===== src/design/sbo_pkg.sv =====
package sbo_pkg;

    localparam int NUM_IRREPS  = 8;
    localparam int LANE_W      = 3;
    localparam int SYM_W       = 4;
    localparam int CFG_IDX_W   = 4;
    localparam int OUT_W       = 23;
    localparam int TOTAL_INDEX = 8;

    // Highest rank of the structures that the block builds offsets for.
    localparam int MAX_RANK = 2;

    typedef enum logic {
        OP_VECTOR = 1'b0,
        OP_MATRIX = 1'b1
    } sbo_op_t;

    typedef enum logic {
        LAYOUT_GENERAL = 1'b0,
        LAYOUT_PACKED  = 1'b1
    } sbo_layout_t;

    typedef logic [OUT_W-1:0] sbo_term_t;

    typedef struct packed {
        logic                  valid;
        logic                  bad;
        logic [NUM_IRREPS-1:0] mask;
    } sbo_ctl_t;

endpackage


===== src/design/sbo_terms.sv =====
module sbo_terms #(
    parameter int DIM_WIDTH = 10
) (
    input  logic                        clk,
    input  logic                        rst_n,
    input  logic                        accept,
    input  logic                        operation,
    input  logic [sbo_pkg::SYM_W-1:0]   sym_first,
    input  logic [sbo_pkg::SYM_W-1:0]   sym_second,
    input  logic                        packed_req,
    input  logic [DIM_WIDTH-1:0]        dims [sbo_pkg::NUM_IRREPS],
    output sbo_pkg::sbo_ctl_t           ctl_reg,
    output sbo_pkg::sbo_term_t          terms_reg [sbo_pkg::NUM_IRREPS]
);

    import sbo_pkg::*;

    localparam int PW = 2 * DIM_WIDTH + 1;
    localparam int EW = (PW > OUT_W) ? PW : OUT_W;

    logic [LANE_W-1:0]    sym;
    logic [LANE_W-1:0]    partner;
    logic [SYM_W-1:0]     packed_limit;
    logic                 bad;
    logic [LANE_W-1:0]    lane    [NUM_IRREPS];
    logic [LANE_W-1:0]    mate    [NUM_IRREPS];
    logic                 diag    [NUM_IRREPS];
    logic [DIM_WIDTH:0]   op_b    [NUM_IRREPS];
    logic [PW-1:0]        prod    [NUM_IRREPS];
    logic [EW-1:0]        wide    [NUM_IRREPS];
    logic [NUM_IRREPS-1:0] mask;
    sbo_ctl_t             ctl_next;
    sbo_term_t            terms_next [NUM_IRREPS];

    always_comb
    begin
        sym     = sym_first[LANE_W-1:0];
        partner = sym_second[LANE_W-1:0] ^ sym;

        if (sym_second >= SYM_W'(TOTAL_INDEX))
        begin
            packed_limit = SYM_W'(NUM_IRREPS);
        end
        else if (sym_second[LANE_W-1:0] >= partner)
        begin
            packed_limit = {1'b0, sym_second[LANE_W-1:0]};
        end
        else
        begin
            packed_limit = {1'b0, partner};
        end

        if (operation == OP_VECTOR)
        begin
            bad = (sym_first > SYM_W'(TOTAL_INDEX));
        end
        else
        begin
            bad = (MAX_RANK < 2) || (sym_first >= SYM_W'(NUM_IRREPS)) ||
                  (sym_second > SYM_W'(TOTAL_INDEX));
        end

        for (int k = 0; k < NUM_IRREPS; k++)
        begin
            lane[k] = LANE_W'(k);
            mate[k] = lane[k] ^ sym;
            diag[k] = (mate[k] == lane[k]);
            op_b[k] = (diag[k] && (packed_req == LAYOUT_PACKED))
                    ? ({1'b0, dims[k]} + (DIM_WIDTH+1)'(1))
                    : {1'b0, dims[mate[k]]};
            prod[k] = PW'(dims[k]) * PW'(op_b[k]);

            if (operation == OP_VECTOR)
            begin
                wide[k] = EW'(dims[k]);
                mask[k] = (MAX_RANK >= 1) && ({1'b0, lane[k]} < sym_first);
            end
            else if (packed_req == LAYOUT_PACKED)
            begin
                wide[k] = diag[k] ? EW'(prod[k] >> 1) : EW'(prod[k]);
                mask[k] = ({1'b0, lane[k]} < packed_limit) && (lane[k] >= mate[k]);
            end
            else
            begin
                wide[k] = EW'(prod[k]);
                mask[k] = ({1'b0, lane[k]} < sym_second);
            end

            terms_next[k] = wide[k][OUT_W-1:0];
        end

        ctl_next.valid = accept;
        ctl_next.bad   = bad;
        ctl_next.mask  = bad ? '0 : mask;
    end

    always_ff @(posedge clk or negedge rst_n)
    begin
        if (!rst_n)
        begin
            ctl_reg <= '0;
        end
        else
        begin
            ctl_reg <= ctl_next;
        end
    end

    always_ff @(posedge clk)
    begin
        terms_reg <= terms_next;
    end

endmodule


===== src/design/sbo_sum.sv =====
module sbo_sum (
    input  logic                        clk,
    input  logic                        rst_n,
    input  sbo_pkg::sbo_ctl_t           ctl,
    input  sbo_pkg::sbo_term_t          terms [sbo_pkg::NUM_IRREPS],
    output logic                        valid_reg,
    output logic [sbo_pkg::OUT_W-1:0]   offset_reg,
    output logic                        bad_reg
);

    import sbo_pkg::*;

    logic [OUT_W-1:0] offset_next;

    always_comb
    begin
        offset_next = '0;
        for (int k = 0; k < NUM_IRREPS; k++)
        begin
            if (ctl.mask[k])
            begin
                offset_next = offset_next + terms[k];
            end
        end
    end

    always_ff @(posedge clk or negedge rst_n)
    begin
        if (!rst_n)
        begin
            valid_reg <= 1'b0;
        end
        else
        begin
            valid_reg <= ctl.valid;
        end
    end

    always_ff @(posedge clk)
    begin
        offset_reg <= offset_next;
        bad_reg    <= ctl.bad;
    end

endmodule


===== src/design/symmetry_block_offset_calc.sv =====
// Pipeline: a query taken at a clock edge passes through the term register and then the result
// register; result_valid is high for a single cycle while that result is on the ports.
// Throughput: one query per cycle; the eight lane multipliers feed a term register and a
// masked adder feeds the result register, so busy stays low.
// Reset: rst_n clears the irrep dimensions to zero and drops every pending result strobe.
// The receiver cannot stall; each result is shown for exactly one cycle.
module symmetry_block_offset_calc #(
    parameter int DIM_WIDTH = 10
) (
    input  logic                          clk,
    input  logic                          rst_n,
    input  logic                          start,
    output logic                          busy,
    input  logic                          operation,
    input  logic [sbo_pkg::SYM_W-1:0]     sym_first,
    input  logic [sbo_pkg::SYM_W-1:0]     sym_second,
    input  logic                          packed_req,
    input  logic                          cfg_we,
    input  logic [sbo_pkg::CFG_IDX_W-1:0] cfg_index,
    input  logic [DIM_WIDTH-1:0]          cfg_data,
    output logic                          result_valid,
    output logic [sbo_pkg::OUT_W-1:0]     offset_value,
    output logic                          bad_query
);

    import sbo_pkg::*;

    logic [DIM_WIDTH-1:0] dims_reg [NUM_IRREPS];
    logic                 accept;
    sbo_ctl_t             ctl;
    sbo_term_t            terms [NUM_IRREPS];

    assign busy   = 1'b0;
    assign accept = start && !busy;

    always_ff @(posedge clk or negedge rst_n)
    begin
        if (!rst_n)
        begin
            for (int k = 0; k < NUM_IRREPS; k++)
            begin
                dims_reg[k] <= '0;
            end
        end
        else if (cfg_we && (cfg_index < CFG_IDX_W'(NUM_IRREPS)))
        begin
            dims_reg[cfg_index[LANE_W-1:0]] <= cfg_data;
        end
    end

    sbo_terms #(
        .DIM_WIDTH (DIM_WIDTH)
    ) u_terms (
        .clk        (clk),
        .rst_n      (rst_n),
        .accept     (accept),
        .operation  (operation),
        .sym_first  (sym_first),
        .sym_second (sym_second),
        .packed_req (packed_req),
        .dims       (dims_reg),
        .ctl_reg    (ctl),
        .terms_reg  (terms)
    );

    sbo_sum u_sum (
        .clk        (clk),
        .rst_n      (rst_n),
        .ctl        (ctl),
        .terms      (terms),
        .valid_reg  (result_valid),
        .offset_reg (offset_value),
        .bad_reg    (bad_query)
    );

endmodule


===== config.mk =====
export PLATFORM = sky130hd
export DESIGN_NAME = symmetry_block_offset_calc
export DESIGN_NICKNAME = d
export VERILOG_FILES = /design/src/design/sbo_pkg.sv /design/src/design/sbo_terms.sv /design/src/design/sbo_sum.sv /design/src/design/symmetry_block_offset_calc.sv
export SDC_FILE = /design/constraint.sdc
export NUM_CORES = 2
export LEC_CHECK = 0
export BUFFER_PORTS_ARGS = -buffer_cell sky130_fd_sc_hd__buf_2
export CORE_MARGIN = 3
export CORE_UTILIZATION = 50
export CTS_BUF_LIST = sky130_fd_sc_hd__clkbuf_8 sky130_fd_sc_hd__clkbuf_16
export CTS_CLUSTER_DIAMETER = 100
export DETAILED_ROUTE_END_ITERATION = 10
export GPL_ROUTABILITY_DRIVEN = 0
export PLACE_DENSITY = 0.72
export SYNTH_ARGS = -nofsm -noshare
export SYNTH_HDL_FRONTEND = slang
export SYNTH_SLANG_ARGS = --single-unit
export TNS_END_PERCENT = 100

===== constraint.sdc =====
create_clock -name clk -period 17.36 [get_ports clk]
set_input_delay 3.472 -clock clk [delete_from_list [all_inputs] [get_ports clk]]
set_output_delay 3.472 -clock clk [all_outputs]
set_load 0.02 [all_outputs]

==> summary.md <==
| Metric | Value |
|---|---|
| Worst Setup Start Kind | register |
| Syn Area/Cell | 8.42 sq um |
| Slew margin rel. | 0.218 |
| Most used cell, CP | ha_1 |
| Crit path DAT | 13.78 ns |
| Synth area leaders | fa_1, ha_1, dfxtp_1 |
| Vias in the first global route | 43.7k |
| Die height | 331 microns |
| Initial drt markers | 3828 |
| PortBufs | 52 |
| Drt first pass iters | 6 |
| Crit. End Element | register |
| Status | completed |
| End of the critical path | u_sum.offset_reg[22]$_DFF_P_ |
| Share of flip-flops with an asynchronous set or reset | 0.322 |
| Initial Util | 0.507 |
| Slowest cell on the critical path | dfrtp_1 |
| Post-Syn Area | 52700 sq um |
| Hold Crit Start | u_terms.ctl_reg[8]$_DFF_PN0_ |
| Reg-to-reg endpoint | u_sum.offset_reg[22]$_DFF_P_ |
| Via count | 44.4k |
| Routed vias/inst | 5.93 |
| WS Path Type | register to register |
| Post-synth top area share | 0.215 |
| Seq/Total Area, Yosys | 0.116 |
| R2R Setup Slk | 4.09 ns |
| Max reg flops | 168 |
| Fmax | 75.4 MHz |
| RSZ-0062 raised after global routing | no |
| Core Box Area | 104000 sq um |
| Leading area contributor after synthesis | fa_1 |
| CTS tree | built |
| Max FO, Critical Path | 39 |
| IO Count | 54 |
| Placed inst area | 54000 sq um |
| Nets@finish | 7295 |
| Crit path from | u_terms.ctl_reg[0]$_DFF_PN0_ |
| Reg-to-Reg Start | u_terms.ctl_reg[0]$_DFF_PN0_ |
| # clock sinks | 283 |
| Fillers | 9487 |
| CTS Buffer Depth | 3 |
| Syn_nets | 7466 |
| Clock root buffer | clkbuf_16 |
| Pins Over Slew Limit | 0 |
| First-pass GRT wire length | 242000 microns |
| H-tree depth | 2 |
| Worst path max stage delay | 1.01 ns |
| Clock Skews | 0.0301 ns |
| Fin crit share | 0.764 |
| Most instantiated library cell after synthesis | nand2_1 |
| Clk pin slew, worst setup/hold paths | 0.06 ns |
| Post-route setup TNS | 0 ns |
| Yosys cell types | 93 |
| Synth Flop Type | dfxtp_1 |
| Layout cells sized above 1 | 0.0706 |
| Post CTS Setup Buffer Count | 0 |
| ANT nets after route | 0 |
| Resize count post-CTS | 0 |
| CP required | 17.88 ns |
| Max-cap viol count | 0 |
| Final Hold Viols | 0 |
| Layout area overhead | 4.94% |
| CTS Buf Count | 38 |
| Yosys warning total | 0 |
| Worst min-delay path class | register to register |
| Die Area | 109000 sq um |
| R2R depth | 59 |
| Commonest cells in the netlist | nand2_1, inv_1, ha_1 |
| Final min period | 13.27 ns |
| Num rows | 118 |
| Synthesized instance count | 6260 |
| Finish-stage setup viols | 0 |
| Clk_lat worst skew | 0.60 ns |
| Hold buffer count at cts | 0 |
| Die X | 331 microns |
| EDFF count, synth | 0 |
| WL/cell | 20.5 microns |
| Total grt overflow | 0 |
| Design area | 55300 sq um |
| FF+latch count, synth | 283 |
| Largest net degree at the start of global routing | 179 |
| # DRC | 0 |
| Routed wire length | 153000 microns |
| Total track usage | 0.280 |
| Final HPWL DP | 119000 microns |
| Worst-Margin Slew | 1.17 ns |
| Initial antenna violation count | 11 |
logic make-up (layout without fill, tap and decap cells):
logic type	count (synthesis)	after routing	share of synthesized area
fa+ha+maj	1179	1179	0.360
mux	303	303	0.0777
flops	283	283	0.116
other cells	1	2	0.0000711
simple gates	2064	2064	0.186
compound gates	1053	1053	0.131
buf+inv	1060	918	0.0757
xor+xnor	317	317	0.0532
critical path, delay by kind of cell (launching register included):
kind                       cells  cell delay [ns]
buffers and inverters          1             0.10
muxes                          2             0.57
xor gates and xnor gates       5             0.78
DFF                            1             1.01
AOI/OAI and AO/OA             25             5.18
and+or+nand+nor               18             3.18
adders and majority gates      8             2.39
how the worst min path moves through the flow:
stage | to | cells after the start
floorplan | u_sum.bad_reg$_DFF_P_ | 0
finish | u_sum.bad_reg$_DFF_P_ | 0
global route | u_sum.bad_reg$_DFF_P_ | 0
detailed placement | u_sum.bad_reg$_DFF_P_ | 0
global placement | u_sum.bad_reg$_DFF_P_ | 0
CTS | u_sum.bad_reg$_DFF_P_ | 0
metrics by stage:
stage	hold slack, ns	setup slack [ns]	utilization	cells
3_5_place_dp	0.335	4.39	0.518	7429
4_1_cts	0.350	4.32	0.532	7498
6_report	0.347	4.09	0.532	7499
3_3_place_gp	0.335	4.70	0.518	7429
2_1_floorplan	0.324	5.96	-	6260
5_1_grt	0.350	2.79	0.532	7498
cell type report:
class	instances	area, sq um	share of cell area
antenna	1	2.50	0.0000452
clock buffer	45	1070	0.0193
clock inverter	24	303	0.00547
inverter	742	2790	0.0503
multi-input combinational	4917	42600	0.770
sequential	283	6120	0.111
tap	1380	1730	0.0312
timing repair buffer	107	702	0.0127
layer usage:
layer / global-route usage / wire length [microns] / vias up
met2: 0.421 / 64700 / 1910
met4: 0.101 / 5890 / 2
met5: 0 / 13 / -
met3: 0.0722 / 16900 / 340
li1: - / - / 20600
met1: 0.390 / 65900 / 21600
layout by cell type, fill, tap and decap left out, types with 72 or more instances in the layout:
cell     count
nand2_1    949
inv_1      743
ha_1       612
fa_1       566
and2_1     391
nor2_1     254
a21oi_1    230
xnor2_1    216
dfxtp_1    192
o21ai_0    138
mux2_2     131
mux2i_1    100
xor2_1      99
nand3_1     96
dfrtp_1     91
a31oi_1     87
o21ai_1     77
a21o_1      77
mux4_2      72
Power is not shown: default switching activity piles up to over one toggle a cycle in this logic, so the estimate is an artifact.
